## src/design/chash_pkg.sv

```systemverilog
package chash_pkg;

	localparam int MAX_BUCKETS  = 16;
	localparam int BUCKET_DEPTH = 8;
	localparam int SLOT_TOTAL   = MAX_BUCKETS * BUCKET_DEPTH;

	localparam int KEY_W      = 31;
	localparam int MODE_W     = 2;
	localparam int STATUS_W   = 2;
	localparam int CNT_W      = 5;
	localparam int BKT_W      = $clog2(MAX_BUCKETS);
	localparam int SLOT_W     = $clog2(BUCKET_DEPTH);
	localparam int ADDR_W     = $clog2(SLOT_TOTAL);
	localparam int DIV_CNT_W  = $clog2(KEY_W);
	localparam int SCAN_CNT_W = $clog2(BUCKET_DEPTH + 1);

	localparam logic [CNT_W-1:0] BUCKET_CNT_RESET = CNT_W'(10);

	typedef enum logic [MODE_W-1:0] {
		MODE_INSERT = 2'd0,
		MODE_DELETE = 2'd1,
		MODE_SEARCH = 2'd2,
		MODE_NOP    = 2'd3
	} chash_mode_t;

	typedef enum logic [STATUS_W-1:0] {
		ST_DONE   = 2'd0,
		ST_FOUND  = 2'd1,
		ST_ABSENT = 2'd2,
		ST_FULL   = 2'd3
	} chash_status_t;

	// Controller to datapath.
	typedef struct packed {
		logic load;
		logic div_step;
		logic scan_step;
		logic commit;
	} chash_cmd_t;

	// Datapath to controller.
	typedef struct packed {
		logic div_last;
		logic need_scan;
		logic scan_done;
		logic out_free;
	} chash_sts_t;

endpackage

```

## src/design/chash_req_if.sv

```systemverilog
interface chash_req_if;
	import chash_pkg::*;

	logic              valid;
	logic              ready;
	logic [MODE_W-1:0] mode;
	logic [KEY_W-1:0]  key;

	modport source(output valid, output mode, output key, input ready);
	modport sink(input valid, input mode, input key, output ready);
endinterface

```

## src/design/chash_rsp_if.sv

```systemverilog
interface chash_rsp_if;
	import chash_pkg::*;

	logic                valid;
	logic                ready;
	logic [STATUS_W-1:0] status;
	logic [BKT_W-1:0]    bucket;

	modport source(output valid, output status, output bucket, input ready);
	modport sink(input valid, input status, input bucket, output ready);
endinterface

```

## src/design/chash_ram.sv

```systemverilog
module chash_ram #(
	parameter int WIDTH = 8,
	parameter int DEPTH = 16
) (
	input  logic                     clk,
	input  logic                     we,
	input  logic [$clog2(DEPTH)-1:0] waddr,
	input  logic [WIDTH-1:0]         wdata,
	input  logic [$clog2(DEPTH)-1:0] raddr,
	output logic [WIDTH-1:0]         rdata
);
	logic [WIDTH-1:0] mem_q [DEPTH];

	always_ff @(posedge clk) begin
		if (we) begin
			mem_q[waddr] <= wdata;
		end
		rdata <= mem_q[raddr];
	end
endmodule

```

## src/design/chash_ctrl.sv

```systemverilog
module chash_ctrl (
	input  logic                  clk,
	input  logic                  arst_n,
	input  logic                  req_valid,
	output logic                  req_ready,
	input  chash_pkg::chash_sts_t sts,
	output chash_pkg::chash_cmd_t cmd
);
	import chash_pkg::*;

	typedef enum logic [3:0] {
		S_IDLE = 4'b0001,
		S_DIV  = 4'b0010,
		S_SCAN = 4'b0100,
		S_RESP = 4'b1000
	} state_t;

	state_t state_q, state_n;

	always_comb begin
		state_n   = state_q;
		cmd       = '0;
		req_ready = 1'b0;
		case (state_q)
			S_IDLE: begin
				req_ready = 1'b1;
				if (req_valid) begin
					cmd.load = 1'b1;
					state_n  = S_DIV;
				end
			end
			S_DIV: begin
				cmd.div_step = 1'b1;
				if (sts.div_last) begin
					state_n = sts.need_scan ? S_SCAN : S_RESP;
				end
			end
			S_SCAN: begin
				cmd.scan_step = 1'b1;
				if (sts.scan_done) begin
					state_n = S_RESP;
				end
			end
			S_RESP: begin
				if (sts.out_free) begin
					cmd.commit = 1'b1;
					state_n    = S_IDLE;
				end
			end
			default: begin
				state_n = S_IDLE;
			end
		endcase
	end

	always_ff @(posedge clk or negedge arst_n) begin
		if (!arst_n) begin
			state_q <= S_IDLE;
		end else begin
			state_q <= state_n;
		end
	end
endmodule

```

## src/design/chash_dpath.sv

```systemverilog
module chash_dpath (
	input  logic                            clk,
	input  logic                            arst_n,
	input  logic                            cfg_we,
	input  logic [chash_pkg::CNT_W-1:0]     cfg_wdata,
	input  logic [chash_pkg::MODE_W-1:0]    req_mode,
	input  logic [chash_pkg::KEY_W-1:0]     req_key,
	input  logic                            rsp_ready,
	output logic                            rsp_valid,
	output logic [chash_pkg::STATUS_W-1:0]  rsp_status,
	output logic [chash_pkg::BKT_W-1:0]     rsp_bucket,
	input  chash_pkg::chash_cmd_t           cmd,
	output chash_pkg::chash_sts_t           sts
);
	import chash_pkg::*;

	logic [CNT_W-1:0]      bucket_count_q;
	logic [CNT_W-1:0]      eff_count;
	logic [CNT_W-1:0]      divisor_q;
	logic [KEY_W-1:0]      key_q;
	logic [MODE_W-1:0]     mode_q;
	logic [DIV_CNT_W-1:0]  div_cnt_q;
	logic [BKT_W-1:0]      rem_q;
	logic [BKT_W:0]        trial;
	logic [BKT_W-1:0]      rem_n;
	logic [SCAN_CNT_W-1:0] scan_cnt_q;
	logic                  cmp_vld_s1;
	logic [SLOT_W-1:0]     cmp_slot_s1;
	logic                  hit_q;
	logic [SLOT_W-1:0]     hit_slot_q;
	logic                  issue;
	logic                  match;
	logic [SLOT_TOTAL-1:0] valid_q;
	logic [BUCKET_DEPTH-1:0] bkt_valid;
	logic [SLOT_W-1:0]     free_slot;
	logic                  bkt_full;
	logic                  ram_we;
	logic [ADDR_W-1:0]     ram_raddr;
	logic [KEY_W-1:0]      ram_rdata;
	logic                  out_valid_q;
	logic [STATUS_W-1:0]   out_status_q;
	logic [BKT_W-1:0]      out_bucket_q;
	logic [STATUS_W-1:0]   status_n;

	// Zero counts as one bucket, anything past the table size saturates.
	always_comb begin
		if (bucket_count_q == '0) begin
			eff_count = CNT_W'(1);
		end else if (bucket_count_q > CNT_W'(MAX_BUCKETS)) begin
			eff_count = CNT_W'(MAX_BUCKETS);
		end else begin
			eff_count = bucket_count_q;
		end
	end

	// One restoring division step per cycle; the remainder stays below the divisor.
	assign trial = {rem_q, key_q[div_cnt_q]};
	assign rem_n = (trial >= divisor_q) ? BKT_W'(trial - divisor_q) : trial[BKT_W-1:0];

	assign bkt_valid = valid_q[{rem_q, {SLOT_W{1'b0}}} +: BUCKET_DEPTH];
	assign bkt_full  = &bkt_valid;

	always_comb begin
		free_slot = '0;
		for (int i = BUCKET_DEPTH - 1; i >= 0; i--) begin
			if (!bkt_valid[i]) begin
				free_slot = SLOT_W'(i);
			end
		end
	end

	assign issue     = cmd.scan_step && (scan_cnt_q != SCAN_CNT_W'(BUCKET_DEPTH));
	assign ram_raddr = {rem_q, scan_cnt_q[SLOT_W-1:0]};
	assign match     = cmp_vld_s1 && !hit_q && valid_q[{rem_q, cmp_slot_s1}]
	                   && (ram_rdata == key_q);
	assign ram_we    = cmd.commit && (mode_q == MODE_INSERT) && !bkt_full;

	chash_ram #(
		.WIDTH(KEY_W),
		.DEPTH(SLOT_TOTAL)
	) u_keys (
		.clk  (clk),
		.we   (ram_we),
		.waddr({rem_q, free_slot}),
		.wdata(key_q),
		.raddr(ram_raddr),
		.rdata(ram_rdata)
	);

	always_comb begin
		case (mode_q)
			MODE_INSERT: status_n = bkt_full ? ST_FULL : ST_DONE;
			MODE_DELETE: status_n = hit_q ? ST_FOUND : ST_ABSENT;
			MODE_SEARCH: status_n = hit_q ? ST_FOUND : ST_ABSENT;
			default:     status_n = ST_DONE;
		endcase
	end

	always_ff @(posedge clk or negedge arst_n) begin
		if (!arst_n) begin
			bucket_count_q <= BUCKET_CNT_RESET;
			div_cnt_q      <= '0;
			scan_cnt_q     <= '0;
			cmp_vld_s1     <= 1'b0;
			hit_q          <= 1'b0;
			valid_q        <= '0;
			out_valid_q    <= 1'b0;
		end else begin
			if (cfg_we) begin
				bucket_count_q <= cfg_wdata;
			end
			if (cmd.load) begin
				div_cnt_q  <= DIV_CNT_W'(KEY_W - 1);
				scan_cnt_q <= '0;
				cmp_vld_s1 <= 1'b0;
				hit_q      <= 1'b0;
			end else begin
				if (cmd.div_step && (div_cnt_q != '0)) begin
					div_cnt_q <= div_cnt_q - DIV_CNT_W'(1);
				end
				if (issue) begin
					scan_cnt_q <= scan_cnt_q + SCAN_CNT_W'(1);
				end
				cmp_vld_s1 <= issue;
				if (match) begin
					hit_q <= 1'b1;
				end
			end
			if (ram_we) begin
				valid_q[{rem_q, free_slot}] <= 1'b1;
			end
			if (cmd.commit && (mode_q == MODE_DELETE) && hit_q) begin
				valid_q[{rem_q, hit_slot_q}] <= 1'b0;
			end
			if (cmd.commit) begin
				out_valid_q <= 1'b1;
			end else if (rsp_ready) begin
				out_valid_q <= 1'b0;
			end
		end
	end

	always_ff @(posedge clk) begin
		if (cmd.load) begin
			key_q     <= req_key;
			mode_q    <= req_mode;
			rem_q     <= '0;
			divisor_q <= eff_count;
		end else if (cmd.div_step) begin
			rem_q <= rem_n;
		end
		if (issue) begin
			cmp_slot_s1 <= scan_cnt_q[SLOT_W-1:0];
		end
		if (match) begin
			hit_slot_q <= cmp_slot_s1;
		end
		if (cmd.commit) begin
			out_status_q <= status_n;
			out_bucket_q <= rem_q;
		end
	end

	assign sts.div_last  = (div_cnt_q == '0);
	assign sts.need_scan = (mode_q == MODE_DELETE) || (mode_q == MODE_SEARCH);
	assign sts.scan_done = hit_q || ((scan_cnt_q == SCAN_CNT_W'(BUCKET_DEPTH)) && !cmp_vld_s1);
	assign sts.out_free  = !out_valid_q || rsp_ready;

	assign rsp_valid  = out_valid_q;
	assign rsp_status = out_status_q;
	assign rsp_bucket = out_bucket_q;
endmodule

```

## src/design/chained_hash_table.sv

```systemverilog
// Hash table of 31-bit keys in 16 buckets of 8 slots, bucket = key mod bucket count.
// The req channel carries an item with a mode (insert, delete, search, or a no-op
// code) and a key; the rsp channel returns one item per request with a status and
// the bucket the key hashes to. cfg_we/cfg_wdata write the bucket count, which is
// meant to change only while no request is outstanding.
// Each request first runs a bit-serial modulo, one key bit per cycle. Inserts and
// no-ops then skip the bucket walk and go straight to registering the response.
// Deletes and searches walk their bucket through the key RAM, one read per cycle
// with the compare in the cycle after each read, stopping at the first hit.
// One request is in flight at a time; req.ready rises again at the edge that
// registers the response, so a new item is taken while the previous response
// still waits in the output register.
// If the receiver stalls, the response is held and the next request finishes its
// work and then waits in its final state.
// Reset empties every bucket (slot valid bits cleared at once, no sweep), sets
// the bucket count to 10 and leaves both channels idle.
module chained_hash_table (
	input  logic                        clk,
	input  logic                        arst_n,
	chash_req_if.sink                   req,
	chash_rsp_if.source                 rsp,
	input  logic                        cfg_we,
	input  logic [chash_pkg::CNT_W-1:0] cfg_wdata
);
	import chash_pkg::*;

	chash_cmd_t cmd;
	chash_sts_t sts;

	// Controller: sequences modulo, bucket scan and response.
	chash_ctrl u_ctrl (
		.clk      (clk),
		.arst_n   (arst_n),
		.req_valid(req.valid),
		.req_ready(req.ready),
		.sts      (sts),
		.cmd      (cmd)
	);

	// Datapath: register, divider, key RAM, valid bits and the output register.
	chash_dpath u_dpath (
		.clk       (clk),
		.arst_n    (arst_n),
		.cfg_we    (cfg_we),
		.cfg_wdata (cfg_wdata),
		.req_mode  (req.mode),
		.req_key   (req.key),
		.rsp_ready (rsp.ready),
		.rsp_valid (rsp.valid),
		.rsp_status(rsp.status),
		.rsp_bucket(rsp.bucket),
		.cmd       (cmd),
		.sts       (sts)
	);
endmodule

```

## src/flat_wrapper.sv

```systemverilog
// flat-port wrapper written by rule: the top's interface ports become plain ports
module chained_hash_table_flat import chash_pkg::*;
  (clk, arst_n, cfg_we, cfg_wdata, req_valid, req_mode, req_key, req_ready, rsp_valid, rsp_status, rsp_bucket, rsp_ready);
  chash_req_if req_i ();
  chash_rsp_if rsp_i ();
  input  logic clk;
  input  logic arst_n;
  input  logic cfg_we;
  input  logic [chash_pkg::CNT_W-1:0] cfg_wdata;
  input wire logic [$bits(req_i.valid)-1:0] req_valid;
  input wire logic [$bits(req_i.mode)-1:0] req_mode;
  input wire logic [$bits(req_i.key)-1:0] req_key;
  output wire logic [$bits(req_i.ready)-1:0] req_ready;
  output wire logic [$bits(rsp_i.valid)-1:0] rsp_valid;
  output wire logic [$bits(rsp_i.status)-1:0] rsp_status;
  output wire logic [$bits(rsp_i.bucket)-1:0] rsp_bucket;
  input wire logic [$bits(rsp_i.ready)-1:0] rsp_ready;
  assign req_i.valid = req_valid;
  assign req_i.mode = req_mode;
  assign req_i.key = req_key;
  assign req_ready = req_i.ready;
  assign rsp_valid = rsp_i.valid;
  assign rsp_status = rsp_i.status;
  assign rsp_bucket = rsp_i.bucket;
  assign rsp_i.ready = rsp_ready;
  chained_hash_table u_core (.clk(clk), .arst_n(arst_n), .req(req_i), .rsp(rsp_i), .cfg_we(cfg_we), .cfg_wdata(cfg_wdata));
endmodule
```

## config.mk

```make
export PLATFORM = sky130hd
export DESIGN_NAME = chained_hash_table_flat
export DESIGN_NICKNAME = d
export VERILOG_FILES = /design/src/design/chash_pkg.sv /design/src/design/chash_req_if.sv /design/src/design/chash_rsp_if.sv /design/src/design/chash_ram.sv /design/src/design/chash_ctrl.sv /design/src/design/chash_dpath.sv /design/src/design/chained_hash_table.sv /design/src/flat_wrapper.sv
export SDC_FILE = /design/constraint.sdc
export NUM_CORES = 2
export LEC_CHECK = 0
export BUFFER_PORTS_ARGS = -buffer_cell sky130_fd_sc_hd__buf_2
export CORE_MARGIN = 3
export CORE_UTILIZATION = 44
export DETAILED_ROUTE_END_ITERATION = 10
export GPL_TIMING_DRIVEN = 0
export PLACE_DENSITY = 0.57
export RECOVER_POWER = 25
export SYNTH_ARGS = -nofsm -noshare
export SYNTH_HDL_FRONTEND = slang
export SYNTH_SLANG_ARGS = --single-unit
```

## constraint.sdc

```tcl
create_clock -name clk -period 7.01 [get_ports clk]
set_input_delay 1.0515 -clock clk [delete_from_list [all_inputs] [get_ports clk]]
set_output_delay 1.0515 -clock clk [all_outputs]
set_load 0.02 [all_outputs]
```

# ---- Word-level counts from Yosys, hierarchy flattened
# Memories as Yosys holds them, arrays and structs flattened. A register that Yosys moved wholly into a read port is not among the register bits.
# Index checks and enable logic that the tools add are counted.
dict set report word_totals {
  regBits 203
  mem_bits_rw 3968
  n_memories 1
}
# name words width read_ports rd_ports_with_merged_regs wr line
set memory_table {}
lappend memory_table {u_core.u_dpath.u_keys.mem_q 128 31 1 1 1 chash_ram.sv:12} ;# logic [WIDTH-1:0] mem_q [DEPTH];
dict set report classes {
  add_sub_neg 3
  n_lt_le_gt_ge 8
  eq_ne 13
  shifts 1
  n_mux 47
  bitwise 3
  n_reduce_logical 31
}
# op n
set ops {}
lappend ops {{$mux 128} 2}
lappend ops {{$and 128x128->128} 1}
lappend ops {{$not 128->128} 1}
lappend ops {{$or 128x128->128} 1}
lappend ops {{$shiftx 128x8->8} 1}
lappend ops {{$mux 4} 8}
lappend ops {{$eq 31x31->1} 1}
lappend ops {{$lt 7x8->1 const B} 3}
lappend ops {{$mux 3} 8}
lappend ops {{$mux 1} 18}
lappend ops {{$pmux 4 s4} 1}
lappend ops {{$mux 5} 3}
lappend ops {{$demux 1 s7} 2}
lappend ops {{$ge 7x1->1 const B} 2}
lappend ops {{$logic_and 1x1->1} 12}
lappend ops {{$logic_not 5->1} 2}
lappend ops {{$eq 4x4->1 const B} 2}
lappend ops {{$reduce_and 8->1} 1}
lappend ops {{$reduce_bool 2->1} 4}
lappend ops {{$bmux 1 s7} 1}
lappend ops {{$lt 5x6->1 const B} 1}
lappend ops {{$ne 2x1->1 const B} 3}
lappend ops {{$bmux 1 s5} 1}
lappend ops {{$ge 5x5->1} 1}
lappend ops {{other kinds (19)} 26}

# ---- Depth between registers and ports, before layout
dict set report depth {
  depth_word 17
  depth_mapped 13
  mapped_depth_nobuf 12
}

# ---- Hierarchy
# A second synthesis with hierarchy kept.
dict set report unflattened {
  hier_cells 6754
  hier_area_um2 162567.2
}
# module instances cells_each area_each_um2
set modules_own_cells {}
lappend modules_own_cells {chash_ram 1 5808 151406.5}
lappend modules_own_cells {chash_dpath 1 905 10839.1}
lappend modules_own_cells {chash_ctrl 1 41 321.6}

# ---- Least setup slack after synthesis
# OpenSTA, ideal clock, no wires.
dict set report synth_path {
  kind {input to register}
  from {input rsp_ready}
  to {memory u_core.u_dpath.u_keys.mem_q[98][0] (netlist bit) (enable)}
  setup_ns 0.458
  t_arrival_ns 4.726
  required_time_ns 6.552
  slack_ns 1.826
  cell_stages 7
  cell_sequence {nand2b_1 -> nor2b_1 -> and2_1 -> clkbuf_1 -> clkbuf_1 -> nand2_1 -> nor3_1}
}
# item line
set synth_rtl {}
lappend synth_rtl {{from (decl)} flat_wrapper.sv:17} ;# input wire logic [$bits(rsp_i.ready)-1:0] rsp_ready;
lappend synth_rtl {{to (decl)} chash_ram.sv:12}

# ---- Worst setup path in the final report
dict set report layout_path {
  from {register u_core.u_dpath.rem_q[1]}
  to {memory u_core.u_dpath.u_keys.mem_q[27][28] (netlist bit) (enable)}
}
dict set report layout_between {
  elab_chain_len 9
}
# item line
set layout_lines {}
lappend layout_lines {{from (decl)} chash_dpath.sv:23} ;# logic [BKT_W-1:0] rem_q;
lappend layout_lines {{from (signal assigned)} chash_dpath.sv:150} ;# rem_q <= rem_n;
lappend layout_lines {{$shiftx 128x8->8} chash_dpath.sv:60} ;# assign bkt_valid = valid_q[{rem_q, {SLOT_W{1'b0}}} +: BUCKET_DEPTH];
lappend layout_lines {{$mux 3 (8 in a row)} chash_dpath.sv:66} ;# if (!bkt_valid[i]) begin
# Parallel ways exist; a longest one is shown, timed or not.

==> flow_metrics.env <==
export IMPL_antenna_left=0
export IMPL_wirelength_met1_um=215000
export IMPL_dieWidth_um=613
export IMPL_seqCellArea_um2=125000
export IMPL_tritoncts="yes"
export IMPL_cts_inserted_buffers=433
export IMPL_p_sw_mw=20.4
export IMPL_fp_dieArea_um2=376000
export IMPL_cp_slowest_stage_delay_ns=1.12
export IMPL_pwr_share_clk=0.337
export IMPL_area_growth_pct=18.1
export IMPL_top_layer="met5"
export IMPL_critical_path_top_delay_family="buffers and inverters"
export IMPL_p_per_area_nw_per_um2=355
export IMPL_outcome="finished with violations"
export IMPL_initial_core_util=0.443
export IMPL_rsz0062_at_grt="no"
export IMPL_path_clk_slew_ns=0.06
export IMPL_cts_htree_levels=5
export IMPL_clk_latency_ns=1.01
export IMPL_ir_worst_vdd_uv=223
export IMPL_power_total_mw=68.1
export IMPL_dr_wl_met2_um=264000
export IMPL_dp_final_hpwl_um=419000
export IMPL_hold_ws_ns=0.227
export IMPL_setup_ws_ns=-0.206
export IMPL_cts_root_buf="clkbuf_16"
export IMPL_cp_required_ns=7.66
export IMPL_p_int_mw=47.7
export IMPL_worstMarginPinSlew_ns=3.21
export IMPL_fin_crit_sh=1.03
export IMPL_ys_warn_count=0
export IMPL_synth_cell_types=67
export IMPL_p_comb_frac=0.234
export IMPL_vias_per_cell=6.65
export IMPL_drt_wl_total_um=591000
export IMPL_crit_chain="buf_2 > buf_2 > buf_2 > buf_2 > nand2_1 > clkbuf_1 > nor2_1 > nand2_1 > nor2_4 > buf_16 > buf_12"
export IMPL_synth_area_per_cell_um2=23.0
export IMPL_fp_row_count=222
export IMPL_antenna_found_initial=32
export IMPL_clockBufferDepth=4
export IMPL_cts_sinks=4202
export IMPL_io_buffers=50
export IMPL_dp_cells=12400
export IMPL_grt_max_degree=97
export IMPL_critPathArrivalTime_ns=7.87
export IMPL_dr_pass1_iters=8
export IMPL_fmax_mhz=139
export IMPL_critPathMaxFanout=17
export IMPL_skew_ns=0.0746
export IMPL_violations="capacitance limit, slew limit, setup timing"
export IMPL_slew_headroom=-1.14
export IMPL_core_um2=366000
export IMPL_hp_class="in2reg"
export IMPL_power_static_leakage_nw=58.7
export IMPL_route_met3_wl_um=71600
export IMPL_ys_flop_type="edfxtp_1"
export IMPL_min_period_ns=7.22
export IMPL_fin_cells=13200
export IMPL_fin_util=0.523
export IMPL_grt_pass1_vias=84600
export IMPL_slowest_stage="nor2_1"
export IMPL_drive_gt1_frac=0.300
export IMPL_ys_ff_latch=4202
export IMPL_synth_edff_count=4018
export IMPL_slew_violations=635
export IMPL_start_kind="flip-flop"
export IMPL_drtIter0Drc=14300
export IMPL_netSwitchingFraction=0.300
export IMPL_place_congestion=0.948
export IMPL_path_buf_inv=7
export IMPL_cpMostUsedCell="buf_2"
export IMPL_max_cap_violations=29
export IMPL_path_class="reg2reg"
export IMPL_ios=51
export IMPL_layout_nets=8042
export IMPL_multi_input_area_um2=36300
export IMPL_async_flop_share=0.0355
export IMPL_crit_path_end_kind="flip-flop"
export IMPL_synth_nets=7103
export IMPL_vias=87700
export IMPL_wl_per_cell_um=44.8
export IMPL_seq_power_share=0.429
export IMPL_grt_pass1_wl_um=778000
export IMPL_synthCells=7045
export IMPL_grt_remaining_overflow=0
export IMPL_synth_area_um2=162000
export IMPL_drc=0
export IMPL_finalHoldViolCount=0
export IMPL_fillCellCount=28100
export IMPL_grt_usage=0.313
export IMPL_setup_viol=55
export IMPL_yosysSeqAreaShare=0.771
export IMPL_die_h_um=613
export IMPL_cts_setup_buffers=0
-- per-layer routing --
metal,global-route usage,vias to the layer above
met4,0.166,18
li1,-,32200
met2,0.471,6336
met1,0.416,47700
met3,0.0902,1469
met5,0.00194,-
-- stage by stage --
step	cell area, um^2	TNS [ns]	worst slack [ns]
detailed placement	179000	0	0.0101
global route	192000	0	0.0773
floorplan	162000	0	1.83
finish	192000	-7.44	-0.206
global placement	169000	-8497.15	-7.40
CTS	193000	0	0.125
-- timing repair --
| item | CTS | global route |
|---|---|---|
| hold endpoints to repair | 53 | 0 |
| gates resized for setup | 1 | 0 |
| hold buffers | 1 | 0 |
| setup endpoints to repair | 18 | 0 |
-- worst register-to-register path, delay by kind of cell, from the launching register on --
kind	cells	cell delay (ns)
AND/OR/NAND/NOR	4	3.14
buffers and inverters	7	3.31
flip-flops	1	0.45
-- power by group through the flow --
| stage | logic, mW | registers (mW) | clock network, mW |
|---|---|---|---|
| after global routing | 16.3 | 29.2 | 24.1 |
| after global placement | 13.3 | 31.5 | 0 |
| final | 16.0 | 29.2 | 22.9 |
| after detailed placement | 16.1 | 29.7 | 0 |
| after CTS | 16.1 | 29.2 | 23.1 |
| after floorplan | 7.85 | 30.4 | 0 |
-- kinds of logic after synthesis --
family | count (synthesis) | share of synthesized area
AO/OA/AOI/OAI | 466 | 0.0195
XOR/XNOR | 38 | 0.00205
buffers and inverters | 421 | 0.0110
flip-flops | 4202 | 0.771
AND/OR/NAND/NOR | 398 | 0.0114
multiplexers | 1505 | 0.184
adder cells (fa/ha/maj) | 15 | 0.00120
-- area by class of cell --
cell class | count | area share
Sequential cell | 4202 | 0.652
Multi-Input combinational cell | 2422 | 0.189
Clock buffer | 557 | 0.0606
Timing Repair Buffer | 504 | 0.0438
Tap cell | 4816 | 0.0314
Clock inverter | 247 | 0.0124
Buffer | 398 | 0.00912
Inverter | 23 | 0.000450
Antenna cell | 17 | 0.000222
-- state kept, by name (all words and copies together), names as in the netlist --
register	cells
u_core.u_dpath.div_cnt_q	5
u_core.u_dpath.u_keys.mem_q	3968
u_core.u_dpath.cmp_slot_s1	3
u_core.u_dpath.mode_q	2
u_core.u_dpath.hit_slot_q	3
u_core.u_dpath.key_q	31
u_core.u_dpath.rem_q	4
u_core.u_ctrl.state_q	4
u_core.u_dpath.scan_cnt_q	4
u_core.u_dpath.cmp_vld_s1	1
u_core.u_dpath.rsp_status	2
u_core.u_dpath.valid_q	128
u_core.u_dpath.rsp_valid	1
u_core.u_dpath.divisor_q	5
u_core.u_dpath.rsp_bucket	4
u_core.u_dpath.u_keys.rdata	31
u_core.u_dpath.hit_q	1
u_core.u_dpath.bucket_count_q	5
-- worst paths after layout --
check                                              from                                  end  slack (ns)  depth (start not counted)
max                             u_core.u_dpath.rem_q[1]  u_core.u_dpath.u_keys.mem_q[27][28]       -0.21                         11
min                                          req_key[1]              u_core.u_dpath.key_q[1]        0.23                          1
max reg2reg                     u_core.u_dpath.rem_q[1]  u_core.u_dpath.u_keys.mem_q[27][28]       -0.21                         11
min reg2reg                u_core.u_dpath.scan_cnt_q[2]        u_core.u_dpath.cmp_slot_s1[2]        0.48                          0
max in group asynchronous                        arst_n          u_core.u_dpath.valid_q[112]        3.51                          2
min in group asynchronous                        arst_n           u_core.u_dpath.valid_q[79]        1.69                          2
-- Yosys cell counts, types with 35 or more instances --
master | count | share of area
nor2_1 | 169 | 0.0039
buf_1 | 92 | 0.0021
clkbuf_1 | 195 | 0.0045
dfxtp_1 | 35 | 0.0043
edfxtp_1 | 4018 | 0.74
dfrtp_1 | 146 | 0.023
mux2i_1 | 320 | 0.020
a21oi_1 | 131 | 0.0040
o221ai_1 | 39 | 0.0021
buf_2 | 103 | 0.0032
nand2_1 | 90 | 0.0021
o22ai_1 | 100 | 0.0039
mux4_2 | 1164 | 0.16
a2bb2oi_1 | 53 | 0.0029
o22a_1 | 37 | 0.0020
nor3_1 | 42 | 0.0013
-- layout by cell type, fill, tap and decap left out, types with 70 or more instances in the layout --
master	instances
a21oi_1	131
o22ai_1	100
mux2i_1	320
clkinv_2	79
edfxtp_1	4018
buf_16	117
clkbuf_16	438
clkinv_1	88
nand2_1	90
buf_2	170
mux4_2	1164
buf_1	70
nor2_4	122
dfrtp_1	146
clkbuf_1	360
buf_12	198
(Power assumes the default switching activity.)
